**src/sv/telemetry_line_parser_defines.svh**
```systemverilog
// Assertion macros for the telemetry line parser.
`ifndef TELEMETRY_LINE_PARSER_DEFINES_SVH
`define TELEMETRY_LINE_PARSER_DEFINES_SVH

// Same-cycle implication, sampled on clk, off while arst_n is low.
`define TLP_ASSERT_NOW(label, ante, cons) \
	label: assert property (@(posedge clk) disable iff (!arst_n) (ante) |-> (cons)) \
		else $error("tlp assertion failed");

// Next-cycle implication, sampled on clk, off while arst_n is low.
`define TLP_ASSERT_NEXT(label, ante, cons) \
	label: assert property (@(posedge clk) disable iff (!arst_n) (ante) |=> (cons)) \
		else $error("tlp assertion failed");

`endif

```
**src/sv/tlp_pkg.sv**
```systemverilog
package tlp_pkg;

	localparam int BYTE_W = 8;
	localparam int ACC_W  = 13;
	localparam int HUM_W  = 12;
	localparam int BAT_W  = 14;

	localparam logic [BYTE_W-1:0] CH_NUL   = 8'h00;
	localparam logic [BYTE_W-1:0] CH_LF    = 8'h0A;
	localparam logic [BYTE_W-1:0] CH_CR    = 8'h0D;
	localparam logic [BYTE_W-1:0] CH_COMMA = 8'h2C;
	localparam logic [BYTE_W-1:0] CH_MINUS = 8'h2D;
	localparam logic [BYTE_W-1:0] CH_ZERO  = 8'h30;
	localparam logic [BYTE_W-1:0] CH_ONE   = 8'h31;
	localparam logic [BYTE_W-1:0] CH_NINE  = 8'h39;
	localparam logic [BYTE_W-1:0] CH_A     = 8'h41;
	localparam logic [BYTE_W-1:0] CH_N     = 8'h4E;

	localparam logic [ACC_W-1:0] ACC_SAT = 13'd8191;
	localparam logic [ACC_W-1:0] HUM_MAX = 13'd4095;
	localparam logic [ACC_W-1:0] BAT_MAX = 13'd5000;

	typedef logic [BYTE_W-1:0]       byte_t;
	typedef logic [ACC_W-1:0]        acc_t;
	typedef logic [HUM_W-1:0]        hum_t;
	typedef logic signed [BAT_W-1:0] bat_t;

endpackage

```
**src/sv/tlp_intf.sv**
```systemverilog
interface tlp_byte_if;
	logic             valid;
	logic             ready;
	tlp_pkg::byte_t   data_byte;

	modport source (output valid, output data_byte, input ready);
	modport sink   (input valid, input data_byte, output ready);
endinterface

interface tlp_result_if;
	logic             valid;
	logic             ready;
	tlp_pkg::hum_t    humidity;
	tlp_pkg::bat_t    battery_millivolts;
	logic             versioned_line;

	modport source (output valid, output humidity, output battery_millivolts,
		output versioned_line, input ready);
	modport sink   (input valid, input humidity, input battery_millivolts,
		input versioned_line, output ready);
endinterface

```
**src/sv/telemetry_line_parser.sv**
```systemverilog
// The result of a good line is valid in the cycle after its LF beat is accepted.
// Throughput: one byte per cycle; the parser state is updated in the accepting cycle.
// A pending result that is not taken holds off stream.ready; taking it frees the slot
// in the same cycle, so a byte can follow every cycle while results keep moving.
// Reset (arst_n low) returns the parser to the start of a line and empties the result.
`include "telemetry_line_parser_defines.svh"

module telemetry_line_parser #(
	parameter int LINE_BYTES = 32
) (
	input  logic                 clk,
	input  logic                 arst_n,
	tlp_byte_if.sink             stream,
	tlp_result_if.source         result
);

	localparam int CNT_W = $clog2(LINE_BYTES);
	localparam logic [CNT_W-1:0] CNT_LIM = CNT_W'(LINE_BYTES - 1);

	typedef enum logic [3:0] {
		PH_START,
		PH_PFX_N,
		PH_PFX_ONE,
		PH_PFX_COMMA,
		PH_HUM_FIRST,
		PH_HUM,
		PH_BAT_FIRST,
		PH_MINUS,
		PH_MINUS_ONE,
		PH_BAT,
		PH_CR
	} phase_t;

	phase_t             phase_q, phase_n;
	logic [CNT_W-1:0]   cnt_q, cnt_n;
	logic               drop_q, drop_n;
	tlp_pkg::acc_t      acc_q, acc_n;
	logic               neg_q, neg_n;
	tlp_pkg::hum_t      hold_q, hold_n;
	logic               err_q, err_n;
	logic               pfx_q, pfx_n;
	logic               res_valid_q;
	tlp_pkg::hum_t      hum_q;
	tlp_pkg::bat_t      bat_q;
	logic               ver_q;

	logic               acc_in;
	tlp_pkg::byte_t     c;
	logic               is_dig;
	tlp_pkg::acc_t      pushed;
	logic               fin_ok;
	logic               line_ok;
	tlp_pkg::hum_t      hum_out;
	tlp_pkg::bat_t      bat_out;

	function automatic tlp_pkg::acc_t acc_push(tlp_pkg::acc_t a, tlp_pkg::byte_t ch);
		logic [16:0] v;
		v = 17'({a, 3'b000}) + 17'({a, 1'b0}) + 17'(ch[3:0]);
		return (v > 17'(tlp_pkg::ACC_SAT)) ? tlp_pkg::ACC_SAT : v[12:0];
	endfunction

	assign stream.ready = !res_valid_q || result.ready;
	assign acc_in       = stream.valid && stream.ready;
	assign c            = stream.data_byte;
	assign is_dig       = (c >= tlp_pkg::CH_ZERO) && (c <= tlp_pkg::CH_NINE);
	assign pushed       = acc_push(acc_q, c);

	always_comb begin
		unique case (phase_q)
			PH_HUM:       fin_ok = !pfx_q && (acc_q <= tlp_pkg::HUM_MAX);
			PH_MINUS_ONE: fin_ok = 1'b1;
			PH_BAT:       fin_ok = acc_q <= tlp_pkg::BAT_MAX;
			PH_CR:        fin_ok = 1'b1;
			default:      fin_ok = 1'b0;
		endcase
	end

	assign line_ok = fin_ok && !drop_q && (cnt_q != '0) && !err_q;
	assign hum_out = (phase_q == PH_HUM) ? acc_q[11:0] : hold_q;
	assign bat_out = (pfx_q && !neg_q) ? tlp_pkg::bat_t'({1'b0, acc_q}) : '1;

	always_comb begin
		phase_n = phase_q;
		cnt_n   = cnt_q;
		drop_n  = drop_q;
		acc_n   = acc_q;
		neg_n   = neg_q;
		hold_n  = hold_q;
		err_n   = err_q;
		pfx_n   = pfx_q;
		if (acc_in) begin
			if (c == tlp_pkg::CH_LF) begin
				phase_n = PH_START;
				cnt_n   = '0;
				drop_n  = 1'b0;
				acc_n   = '0;
				neg_n   = 1'b0;
				hold_n  = '0;
				err_n   = 1'b0;
				pfx_n   = 1'b0;
			end else if (!drop_q) begin
				if (c == tlp_pkg::CH_NUL || cnt_q >= CNT_LIM) begin
					drop_n = 1'b1;
				end else begin
					cnt_n = cnt_q + 1'b1;
					if (!err_q) begin
						unique case (phase_q)
							PH_START: begin
								if (c == tlp_pkg::CH_A) begin
									phase_n = PH_PFX_N;
								end else if (is_dig) begin
									acc_n   = acc_push('0, c);
									phase_n = PH_HUM;
								end else begin
									err_n = 1'b1;
								end
							end
							PH_PFX_N: begin
								if (c == tlp_pkg::CH_N) phase_n = PH_PFX_ONE;
								else err_n = 1'b1;
							end
							PH_PFX_ONE: begin
								if (c == tlp_pkg::CH_ONE) phase_n = PH_PFX_COMMA;
								else err_n = 1'b1;
							end
							PH_PFX_COMMA: begin
								if (c == tlp_pkg::CH_COMMA) begin
									pfx_n   = 1'b1;
									phase_n = PH_HUM_FIRST;
								end else begin
									err_n = 1'b1;
								end
							end
							PH_HUM_FIRST: begin
								if (is_dig) begin
									acc_n   = acc_push('0, c);
									phase_n = PH_HUM;
								end else begin
									err_n = 1'b1;
								end
							end
							PH_HUM: begin
								if (is_dig) begin
									acc_n = pushed;
								end else if (c == tlp_pkg::CH_COMMA && pfx_q) begin
									if (acc_q > tlp_pkg::HUM_MAX) err_n = 1'b1;
									else hold_n = acc_q[11:0];
									acc_n   = '0;
									phase_n = PH_BAT_FIRST;
								end else if (c == tlp_pkg::CH_CR && !pfx_q) begin
									if (acc_q > tlp_pkg::HUM_MAX) err_n = 1'b1;
									else hold_n = acc_q[11:0];
									phase_n = PH_CR;
								end else begin
									err_n = 1'b1;
								end
							end
							PH_BAT_FIRST: begin
								if (is_dig) begin
									acc_n   = acc_push('0, c);
									phase_n = PH_BAT;
								end else if (c == tlp_pkg::CH_MINUS) begin
									phase_n = PH_MINUS;
								end else begin
									err_n = 1'b1;
								end
							end
							PH_MINUS: begin
								if (c == tlp_pkg::CH_ONE) begin
									neg_n   = 1'b1;
									acc_n   = tlp_pkg::acc_t'(1);
									phase_n = PH_MINUS_ONE;
								end else begin
									err_n = 1'b1;
								end
							end
							PH_MINUS_ONE, PH_BAT: begin
								if (is_dig && phase_q == PH_BAT) begin
									acc_n = pushed;
								end else if (c == tlp_pkg::CH_CR) begin
									if (!neg_q && acc_q > tlp_pkg::BAT_MAX) err_n = 1'b1;
									phase_n = PH_CR;
								end else begin
									err_n = 1'b1;
								end
							end
							default: err_n = 1'b1;
						endcase
					end
				end
			end
		end
	end

	always_ff @(posedge clk or negedge arst_n) begin
		if (!arst_n) begin
			phase_q     <= PH_START;
			cnt_q       <= '0;
			drop_q      <= 1'b0;
			acc_q       <= '0;
			neg_q       <= 1'b0;
			hold_q      <= '0;
			err_q       <= 1'b0;
			pfx_q       <= 1'b0;
			res_valid_q <= 1'b0;
		end else begin
			phase_q <= phase_n;
			cnt_q   <= cnt_n;
			drop_q  <= drop_n;
			acc_q   <= acc_n;
			neg_q   <= neg_n;
			hold_q  <= hold_n;
			err_q   <= err_n;
			pfx_q   <= pfx_n;
			if (acc_in) begin
				res_valid_q <= (c == tlp_pkg::CH_LF) && line_ok;
			end else if (result.ready) begin
				res_valid_q <= 1'b0;
			end
		end
	end

	// result payload, loaded on the LF beat of a good line
	always_ff @(posedge clk) begin
		if (acc_in && c == tlp_pkg::CH_LF && line_ok) begin
			hum_q <= hum_out;
			bat_q <= bat_out;
			ver_q <= pfx_q;
		end
	end

	assign result.valid              = res_valid_q;
	assign result.humidity           = hum_q;
	assign result.battery_millivolts = bat_q;
	assign result.versioned_line     = ver_q;

	`TLP_ASSERT_NEXT(a_no_result_off_lf, acc_in && c != tlp_pkg::CH_LF, !res_valid_q)
	`TLP_ASSERT_NEXT(a_lf_clears_line, acc_in && c == tlp_pkg::CH_LF, cnt_q == '0 && !drop_q && !err_q && phase_q == PH_START)
	`TLP_ASSERT_NOW(a_count_bound, 1'b1, cnt_q <= CNT_LIM)
	`TLP_ASSERT_NOW(a_bat_range, res_valid_q, bat_q == -14'sd1 || (bat_q >= 14'sd0 && bat_q <= 14'sd5000))

endmodule
```
**src/flat_wrapper.sv**
```systemverilog
// flat-port wrapper written by rule: the top's interface ports become plain ports
module telemetry_line_parser_flat 
#(
	parameter int LINE_BYTES = 32
)
  (clk, arst_n, stream_valid, stream_data_byte, stream_ready, result_valid, result_humidity, result_battery_millivolts, result_versioned_line, result_ready);
  tlp_byte_if stream_i ();
  tlp_result_if result_i ();
  input  logic clk;
  input  logic arst_n;
  input wire logic [$bits(stream_i.valid)-1:0] stream_valid;
  input wire logic [$bits(stream_i.data_byte)-1:0] stream_data_byte;
  output wire logic [$bits(stream_i.ready)-1:0] stream_ready;
  output wire logic [$bits(result_i.valid)-1:0] result_valid;
  output wire logic [$bits(result_i.humidity)-1:0] result_humidity;
  output wire logic [$bits(result_i.battery_millivolts)-1:0] result_battery_millivolts;
  output wire logic [$bits(result_i.versioned_line)-1:0] result_versioned_line;
  input wire logic [$bits(result_i.ready)-1:0] result_ready;
  assign stream_i.valid = stream_valid;
  assign stream_i.data_byte = stream_data_byte;
  assign stream_ready = stream_i.ready;
  assign result_valid = result_i.valid;
  assign result_humidity = result_i.humidity;
  assign result_battery_millivolts = result_i.battery_millivolts;
  assign result_versioned_line = result_i.versioned_line;
  assign result_i.ready = result_ready;
  telemetry_line_parser #(.LINE_BYTES(LINE_BYTES)) u_core (.clk(clk), .arst_n(arst_n), .stream(stream_i), .result(result_i));
endmodule
```
**config.mk**
```make
export PLATFORM = sky130hd
export DESIGN_NAME = telemetry_line_parser_flat
export DESIGN_NICKNAME = d
export VERILOG_FILES = /design/src/sv/tlp_pkg.sv /design/src/sv/tlp_intf.sv /design/src/sv/telemetry_line_parser.sv /design/src/flat_wrapper.sv
export VERILOG_INCLUDE_DIRS = /design/src /design/src/sv
export SDC_FILE = /design/constraint.sdc
export NUM_CORES = 1
export LEC_CHECK = 0
export BUFFER_PORTS_ARGS = -buffer_cell sky130_fd_sc_hd__buf_2
export CAP_MARGIN = 30
export CELL_PAD_IN_SITES_DETAIL_PLACEMENT = 2
export CELL_PAD_IN_SITES_GLOBAL_PLACEMENT = 2
export CORE_MARGIN = 4
export CORE_UTILIZATION = 38
export CTS_CLUSTER_SIZE = 28
export DETAILED_ROUTE_END_ITERATION = 10
export GPL_ROUTABILITY_DRIVEN = 0
export GPL_TIMING_DRIVEN = 0
export HOLD_SLACK_MARGIN = 0.12
export PLACE_DENSITY_LB_ADDON = 0.3
export SLEW_MARGIN = 20
export SYNTH_ARGS = -nofsm -noshare
export SYNTH_HDL_FRONTEND = slang
export SYNTH_SLANG_ARGS = --single-unit
```
**constraint.sdc**
```tcl
create_clock -name clk -period 5.55 [get_ports clk]
set_input_delay 0.555 -clock clk [delete_from_list [all_inputs] [get_ports clk]]
set_output_delay 0.555 -clock clk [all_outputs]
set_load 0.05 [all_outputs]
```
* Yosys cells after proc, flatten, opt, wreduce, memory -nomap -nowiden
Index checks and enable logic that the tools add are counted.
Cells by class: add/subtract/negate cells 3, equal/unequal tests 33, $lt $le $gt $ge 9, reduce and logical (&&, ||, !) cells 43, mux-type cells 82
Operators by type and width (count):
- two-way mux 13 bit | 12
- two-way mux 12 bit | 10
- two-way mux 4 bit | 17
- one-hot mux 13 bit (5 select lines) | 1
- one-hot mux 4 bit (9 select lines) | 1
- two-way mux 1 bit | 35
- equality test 8 x 6 -> 1 bit, second input constant | 3
- != test 3 x 1 -> 1 bit, second input constant | 6
- adder 16 x 14 -> 17 bit | 1
- adder 17 x 4 -> 17 bit | 1
- > comparator 17 x 13 -> 1 bit, second input constant | 1
- equality test 4 x 3 -> 1 bit, second input constant | 4
- equality test 8 x 4 -> 1 bit, second input constant | 2
- equality test 8 x 7 -> 1 bit, second input constant | 2
- two-way mux 5 bit | 3
- logical AND 1 bit | 14
- two-way mux 14 bit | 1
- AND reduction 14 bit | 1
- > comparator 13 x 12 -> 1 bit, second input constant | 1
- > comparator 13 bit, second input constant | 1
- > comparator 4 x 13 -> 1 bit, second input constant | 1
- less-or-equal comparator 13 x 12 -> 1 bit, second input constant | 1
- less-or-equal comparator 13 bit, second input constant | 1
- equality test 4 bit, second input constant | 3
- other kinds (27) | 47
Word-level totals: register bits 66, output and inout bits 29, word-level logic and storage cells 183

* Depth between registers and ports, before layout
Gate-level depths: netlist of run 1.
depth after elaboration 10, mapped depth 11, depth with buffers taken out 11

* Worst setup path after synthesis of run 1
Ideal clock, no wire load.
kind input -> register, start input port stream_data_byte[5], end register u_core.bat_q[0] (netlist: u_core.result.battery_millivolts[0]) (enable), path buffers 1, arrival 4.251 ns, path slack 0.819 ns, stages on the path 5, cell sequence nor4_4 > and2_1 > clkbuf_1 > nand2_1 > nor4_1
On the way: cells in the longest elaborated chain, start to end 3
RTL lines:
- from (decl) | RTL line flat_wrapper.sv:12 | input wire logic [$bits(stream_i.data_byte)-1:0] stream_data_byte;
- equality test 8 x 4 -> 1 bit | RTL line telemetry_line_parser.sv:225 | if (acc_in && c == tlp_pkg::CH_LF && line_ok) begin
- logical AND 1 bit (2 in series) | RTL line telemetry_line_parser.sv:225
- to (signal assigned) | RTL line telemetry_line_parser.sv:227 | bat_q <= bat_out;
- to (decl) | RTL line telemetry_line_parser.sv:44 | tlp_pkg::bat_t bat_q;
Every way passes these cells. A chain may end at the register's enable or synchronous reset.

* Final worst setup path of run 1
start register u_core.acc_q[0], end register u_core.acc_q[6]
On the way: cells in the longest elaborated chain, start to end 10
RTL lines:
- from (decl) | RTL line telemetry_line_parser.sv:37 | tlp_pkg::acc_t acc_q, acc_n;
- from (signal assigned) | RTL line telemetry_line_parser.sv:210 | acc_q <= acc_n;
- adder 16 x 14 -> 17 bit (*) | RTL line telemetry_line_parser.sv:58 | v = 17'({a, 3'b000}) + 17'({a, 1'b0}) + 17'(ch[3:0]);
- adder 17 x 4 -> 17 bit (*) | RTL line telemetry_line_parser.sv:58
- > comparator 17 x 13 -> 1 bit | RTL line telemetry_line_parser.sv:59 | return (v > 17'(tlp_pkg::ACC_SAT)) ? tlp_pkg::ACC_SAT : v[12:0];
- two-way mux 13 bit (*) | RTL line telemetry_line_parser.sv:59
- two-way mux 13 bit (on tied branches) | RTL line telemetry_line_parser.sv:178, telemetry_line_parser.sv:143
- one-hot mux 13 bit (5 select lines) (*) | RTL line telemetry_line_parser.sv:107 | unique case (phase_q)
- two-way mux 13 bit (*) | RTL line telemetry_line_parser.sv:106 | if (!err_q) begin
- two-way mux 13 bit (*) | RTL line telemetry_line_parser.sv:102 | if (c == tlp_pkg::CH_NUL || cnt_q >= CNT_LIM) begin
- two-way mux 13 bit (*) | RTL line telemetry_line_parser.sv:101 | end else if (!drop_q) begin
- two-way mux 13 bit (*) | RTL line telemetry_line_parser.sv:92 | if (c == tlp_pkg::CH_LF) begin
Mark *: on every way between the ends. The rest lies on a longest branch, timed or not. The select of a mux whose other input is x is not followed.

==> results of run 1 <==
## cell families (layout without fill, tap and decap cells)
| logic type | count (synthesis) | after routing |
|---|---|---|
| XOR/XNOR | 10 | 10 |
| multiplexers | 14 | 14 |
| AND/OR/NAND/NOR | 172 | 172 |
| buffers and inverters | 34 | 95 |
| AO/OA/AOI/OAI | 121 | 121 |
| adder cells (fa/ha/maj) | 30 | 30 |
| flip-flops | 66 | 66 |
## Yosys cell counts, drive strengths merged, types with 4 or more instances
cell type,number
a211oi,5
a21o,7
a21oi,30
a221o,9
a31oi,5
and2,6
and3,7
buf,6
clkbuf,13
dfrtp,39
edfxtp,27
ha,28
inv,15
mux2,12
nand2,52
nand2b,16
nand3,13
nand4,7
nor2,33
nor2b,6
nor3,8
nor4,5
o211ai,5
o21ai,33
xnor2,6
xor2,4
## flip-flops by register name, summed over array words and instances (netlist names)
name	cells
u_core.result.versioned_line	1
u_core.acc_q	13
u_core.drop_q	1
u_core.neg_q	1
u_core.result.valid	1
u_core.err_q	1
u_core.cnt_q	5
u_core.phase_q	4
u_core.pfx_q	1
u_core.result.humidity	12
u_core.result.battery_millivolts	14
u_core.hold_q	12
## routing by layer
layer / track usage, % / vias to the layer above / part of all wire (%)
met5: 0 / - / 0
li1: - / 1786 / -
met1: 31.44 / 1966 / 46
met2: 38.31 / 87 / 49
met3: 3.053 / 11 / 3.6
met4: 5.243 / 0 / 0.92
## path summary, 6_finish.rpt
kind,start,endpoint,slack (ns),cells past startpoint
min in group asynchronous,arst_n,u_core.acc_q[9],0.62,2
max in group asynchronous,arst_n,u_core.cnt_q[2],4.47,3
worst max-delay path,u_core.acc_q[0],u_core.acc_q[6],1.49,11
worst min register to register,u_core.hold_q[2],u_core.hold_q[2],0.50,2
worst max register to register,u_core.acc_q[0],u_core.acc_q[6],1.49,11
worst min-delay path,u_core.hold_q[2],u_core.hold_q[2],0.50,2
## critical path, cell delays in order, from the launching register on
cell and delay, ns:
dfrtp_1 0.46, inv_1 0.16, fa_1 0.59, inv_1 0.06, ha_1 0.31, a211oi_1 0.44, o211ai_1 0.23, a31oi_1 0.46
nor3b_1 0.10, nor3_1 0.53, a31oi_4 0.26, a221o_1 0.33
## cell type report
cell class / count / area [sq um] / share of cell area [%]
buffer: 19 / 82.58 / 1.620
clock buffer: 10 / 229.0 / 4.491
clock inverter: 6 / 90.09 / 1.767
inverter: 15 / 56.30 / 1.104
multi-input combinational: 347 / 2434 / 47.73
sequential: 66 / 1787 / 35.04
tap: 140 / 175.2 / 3.436
timing repair buffer: 45 / 245.2 / 4.810
## report_power, final
group	internal, mW	total, mW	switching [mW]
registers	0.511	0.521	0.0104
clock network	0.395	0.626	0.231
logic	0.0275	0.0780	0.0506
total	0.934	1.23	0.292
## metrics by stage
step	area (sq um)	power [mW]	setup WS, ns
after floorplan	4353	0.5708	0.8194
after global placement	4728	0.5994	-0.4010
after detailed placement	4750	0.6057	1.368
after CTS	5069	1.231	1.484
after global routing	5099	1.262	1.207
final	5099	1.225	1.487
==> out/metrics.cfg, run 1 <==
[outcome]
status = complete, no violations

[synth]
ys_types = 70
synth_compound_area_share_pct = 19.95
synth_top_family_by_area = simple AND/OR/NAND/NOR gates
muxShareOfSynthArea_pct = 3.564
netlist_area_sq_um = 4353
syn_area_per_cell_sq_um = 9.738
synth_enable_flop_cells = 27
ys.flop_type = dfrtp_1
yosys.area.top_type_share_pct = 22.42
synthAdderAreaFrac_pct = 8.968
syn_nets = 489
synth_area_leaders = dfrtp_1 (22%), edfxtp_1 (19%), ha_1 (8.0%), nand2_1 (4.4%), a21oi_1 (3.4%)
synth-seq-cells = 66
ys_warn_count = 0
synth_xor_xnor_area_share_pct = 2.012
yosysSeqAreaShare_pct = 41.05
netlist_instances = 447
synth-async-reset-ratio_pct = 59.09
synth_top_cell_by_area = dfrtp_1
synth-simple-area-share_pct = 21.27

[finish]
fillers = 1184
syn_to_final_growth_pct = 17.13
instances_no_fill = 648
most-common-layout-cells = nand2_1 (51), buf_2 (46), dfrtp_1 (39), nor2_1 (32)
drive_gt1_share_pct = 17.91
nets = 545
post-route-util_pct = 46.22
layout_commonest_cell = nand2_1
antenna_cells = 0

[worst_setup_path]
required_ns = 5.76
critPathKind = reg2reg
critPathCaptureType = register
crit_arrival_ns = 4.27
cp-start-kind = register
critPathMaxFanout = 8

[power_and_ir_drop]
p_per_area_nw_per_um2 = 240.3
leakagePower_nw = 2.079
ir_drop_uv = 137.6

[route]
vias = 3850
drt_iter0_markers = 214
wl_per_cell_microns = 22.47
drt_wl_total_microns = 14560
routed_via_density = 5.941
post-route-drc-count = 0
ant_nets = 0
drtPass1Iterations = 4

[global_routing]
grt_max_degree = 40
antenna_found_initial = 0
grt_pass1_wl_microns = 23230
grt_overflow = 0
grt_use_total_pct = 22.83
grt_pass1_vias = 4084

[clock_tree]
cts_root_buffer = clkbuf_16
clkLatencyLatePin_ns = 0.34
cts_resized = 0
clock_path_buffers = 2
post-cts-setup-buffers = 0
cts_tree = yes
cts.sinks = 66
cts_made_buffers = 9
cts-htree-levels = 3
clk_pin_slew_ns = 0.06
cts_hold_buf = 0

[timing]
relSlewSlack_pct = 53.51
fin_skew_ns = 0.007789
setup_viol = 0
worst_pin_slew_ns = 0.6959
rsz0062_at_grt = false
slew_viol_final = 0
period_share_pct = 73.20
final.setup.tns_ns = 0
whs_ns = 0.5025
min_period_ns = 4.063
fmax_ghz = 0.2461
hold_viol = 0

[die]
chipWidth_microns = 115.0
core_area_sq_um = 11030
io_pins = 41
die_area_sq_um = 13230
die_y_microns = 115.0
start_util_pct = 39.46
rows = 38

[min_path]
hold_path.class = reg2reg

[job]
max_cap_violations = 0

[place]
port_buffers = 40
place_hpwl_microns = 10580
dp.cells = 630

(Power assumes the default switching activity.)
==> inputs of run 2 (changes only) <==
--- a/config.mk
+++ b/config.mk
@@ -11,7 +11,7 @@
 export CELL_PAD_IN_SITES_DETAIL_PLACEMENT = 2
 export CELL_PAD_IN_SITES_GLOBAL_PLACEMENT = 2
 export CORE_MARGIN = 4
-export CORE_UTILIZATION = 38
+export CORE_UTILIZATION = 35
 export CTS_CLUSTER_SIZE = 28
 export DETAILED_ROUTE_END_ITERATION = 10
 export GPL_ROUTABILITY_DRIVEN = 0
==> constraint.sdc (replaced) <==
create_clock -name clk -period 3.7 [get_ports clk]
set_input_delay 0.37 -clock clk [delete_from_list [all_inputs] [get_ports clk]]
set_output_delay 0.37 -clock clk [all_outputs]
set_load 0.05 [all_outputs]
==> out/metrics.cfg, run 2 (synthesized netlist as in run 1, its figures left out) <==
[power_and_ir_drop]
p_per_area_nw_per_um2 = 339.2  ; was 240.3 nW/um^2
pwr-share-seq_pct = 44.6  ; was 42.6%
p_clk_share_pct = 48.6  ; was 51.1%
sw_frac_of_total_pct = 24.22  ; was 23.80%
leakagePower_nw = 2.072  ; was 2.079 nW
switching_power_uw = 424.3  ; was 291.5 uW
combPwrFrac_pct = 6.8  ; was 6.4%
internal_power_mw = 1.328  ; was 933.5 uW
ir_drop_uv = 189.0  ; was 137.6 uV

[clock_tree]
clkLatencyLatePin_ns = 0.33  ; was 0.34 ns
clock_path_buffers = 2  ; unchanged
cts_made_buffers = 9  ; unchanged
cts_tree = yes  ; unchanged
cts_root_buffer = clkbuf_16  ; unchanged
cts-htree-levels = 3  ; unchanged
clk_pin_slew_ns = 0.06  ; about the same
cts.sinks = 66  ; unchanged

[place]
place_hpwl_microns = 10500  ; was 10580 microns
dp.cells = 657  ; was 630
post_dp_cell_area_sq_um = 4810  ; was 4750 sq um
port_buffers = 40  ; unchanged

[die]
core_area_sq_um = 12110  ; was 11030 sq um
rows = 40  ; was 38
chipWidth_microns = 119.5  ; was 115.0 microns
io_pins = 41  ; unchanged
die_y_microns = 119.5  ; was 115.0 microns
die_area_sq_um = 14290  ; was 13230 sq um
start_util_pct = 35.94  ; was 39.46%

[route]
drt_iter0_markers = 183  ; was 214
drtPass1Iterations = 4  ; unchanged
drt_wl_total_microns = 14030  ; was 14560 microns
post-route-drc-count = 0  ; unchanged
wl_met3_microns = 542  ; was 531 microns
vias = 3802  ; was 3850
met1_length_microns = 6312  ; was 6727 microns
ant_nets = 0  ; unchanged
highest_layer = met4  ; unchanged
wl_per_cell_microns = 20.78  ; was 22.47 microns
met2_length_microns = 7025  ; was 7170 microns
routed_via_density = 5.633  ; was 5.941

[timing]
relSlewSlack_pct = 40.63  ; was 53.51%
min_period_ns = 3.483  ; was 4.063 ns
setup_viol = 0  ; unchanged
fin_skew_ns = 0.005598  ; was 0.007789 ns
worst_pin_slew_ns = 0.8839  ; was 0.6959 ns
slew_viol_final = 0  ; unchanged
period_share_pct = 94.13  ; was 73.20%
fmax_ghz = 0.2871  ; was 0.2461 GHz
hold_viol = 0  ; unchanged
rsz0062_at_grt = false  ; unchanged

[finish]
fin_area_sq_um = 5165  ; was 5099 sq um
syn_to_final_growth_pct = 18.65  ; was 17.13%
nets = 544  ; was 545
largest_reg_flops = 14  ; unchanged
antenna_cells = 0  ; unchanged
instances_no_fill = 675  ; was 648
most-common-layout-cells = nand2_1 (51), buf_2 (43), dfrtp_1 (39), nor2_1 (32)  ; was nand2_1 (51), buf_2 (46), dfrtp_1 (39), nor2_1 (32)
layout_commonest_cell = nand2_1  ; unchanged
drive_gt1_share_pct = 18.54  ; was 17.91%
fillers = 1332  ; was 1184

[min_path]
hold_path.class = in2reg  ; was reg2reg

[global_routing]
grt_max_degree = 29  ; was 40
grt_pass1_wl_microns = 22740  ; was 23230 microns
grt_use_total_pct = 20.00  ; was 22.83%
grt_overflow = 0  ; unchanged
antenna_found_initial = 0  ; unchanged
grt_pass1_vias = 4196  ; was 4084

[worst_setup_path]
cp_num_buf_inv = 2  ; unchanged
slowest_stage = fa_1  ; unchanged
required_ns = 3.92  ; was 5.76 ns
critPathCaptureType = register  ; unchanged
critPathMaxFanout = 8  ; unchanged
crit_chain = inv_1, fa_1, inv_1, ha_1, a211oi_2, o211ai_1, a31oi_4, o211a_1, a2111oi_4, a31oi_4, a221o_1  ; was inv_1, fa_1, inv_1, ha_1, a211oi_1, o211ai_1, a31oi_1, nor3b_1, nor3_1, a31oi_4, a221o_1
critPathKind = reg2reg  ; unchanged
cp-start-kind = register  ; unchanged
path_delay_family = compound AO/OA/AOI/OAI gates  ; unchanged
cpPeakStageDelay_ns = 0.60  ; was 0.59 ns
crit_arrival_ns = 3.70  ; was 4.27 ns

[outcome]
status = complete, no violations  ; unchanged

[job]
max_cap_violations = 0  ; unchanged

-- run 2: changes by cell type in the layout (fill, tap and decap cells not counted), sizes merged --
cell	previous run	this run
clkinv	2	4
buf	50	49
bufinv	2	1
clkbuf	23	22
-- run 2: repair_timing --
item | in CTS | in global routing
hold buffers | 1 | 0
resized for setup | 4 | 2
endpoints found under the setup margin | 13 | 13
cloned | 0 | 0
hold endpoints to repair | 11 | 0
buffers inserted | 0 | 1
pin swaps | 1 | 3
-- run 2: stage by stage --
| step | utilization [%] | hold WS [ns] | power [mW] | setup slack (ns) | setup TNS, ns |
|---|---|---|---|---|---|
| after detailed placement | 39.71 | 0.3064 | 0.9108 | -0.3272 | -3.408 |
| after global placement | 39.38 | 0.4551 | 0.9007 | -0.7326 | -21.78 |
| after floorplan | - | 0.07441 | 0.8570 | 0.1726 | 0 |
| after global routing | 42.64 | 0.4199 | 1.815 | 0.0008287 | 0 |
| after CTS | 42.49 | 0.4022 | 1.767 | 0.04719 | 0 |
| final | 42.64 | 0.4063 | 1.752 | 0.2173 | 0 |
-- run 2: final cells by class --
| class | instances | area [sq um] | share of cell area (%) |
|---|---|---|---|
| clock buffers | 9 | 225.2 | 4.360 |
| inverters | 15 | 56.30 | 1.090 |
| plain buffers | 19 | 82.58 | 1.599 |
| repair buffers | 44 | 249.0 | 4.821 |
| well taps | 168 | 210.2 | 4.070 |
| clock inverters | 7 | 68.82 | 1.332 |
| multi-input cells | 347 | 2486 | 48.13 |
| flip-flops and latches | 66 | 1787 | 34.59 |
-- run 2: metal layers --
| metal | vias to the layer above | track usage [%] |
|---|---|---|
| li1 | 1785 | - |
| met1 | 1913 | 26.45 |
| met2 | 93 | 34.82 |
| met3 | 11 | 2.215 |
| met4 | 0 | 5.369 |
| met5 | - | 0 |
-- run 2: final timing paths --
kind | from | end | slack (ns) | cells past startpoint
setup / recovery | u_core.acc_q[0] | u_core.acc_q[9] | 0.22 | 11
hold / removal | stream_data_byte[3] | u_core.acc_q[3] | 0.41 | 3
max in group asynchronous | arst_n | u_core.hold_q[1] | 2.72 | 3
setup reg to reg | u_core.acc_q[0] | u_core.acc_q[9] | 0.22 | 11
min in group asynchronous | arst_n | u_core.acc_q[9] | 0.48 | 2
hold reg to reg | u_core.hold_q[11] | u_core.hold_q[11] | 0.49 | 2
-- run 2: worst reg2reg max path, stage by stage (launching register included) --
cell and delay, ns:
dfrtp_1 0.46, inv_1 0.16, fa_1 0.60, inv_1 0.06
ha_1 0.31, a211oi_2 0.09, o211ai_1 0.34, a31oi_4 0.18
o211a_1 0.27, a2111oi_4 0.38, a31oi_4 0.21, a221o_1 0.31
-- run 2: power groups by stage --
stage / Clock (mW) / Sequential [mW] / Combinational, mW
floorplan: 0 / 0.789 / 0.0677
global placement: 0 / 0.793 / 0.108
detailed placement: 0 / 0.794 / 0.117
CTS: 0.866 / 0.780 / 0.121
global route: 0.899 / 0.781 / 0.134
finish: 0.852 / 0.781 / 0.120
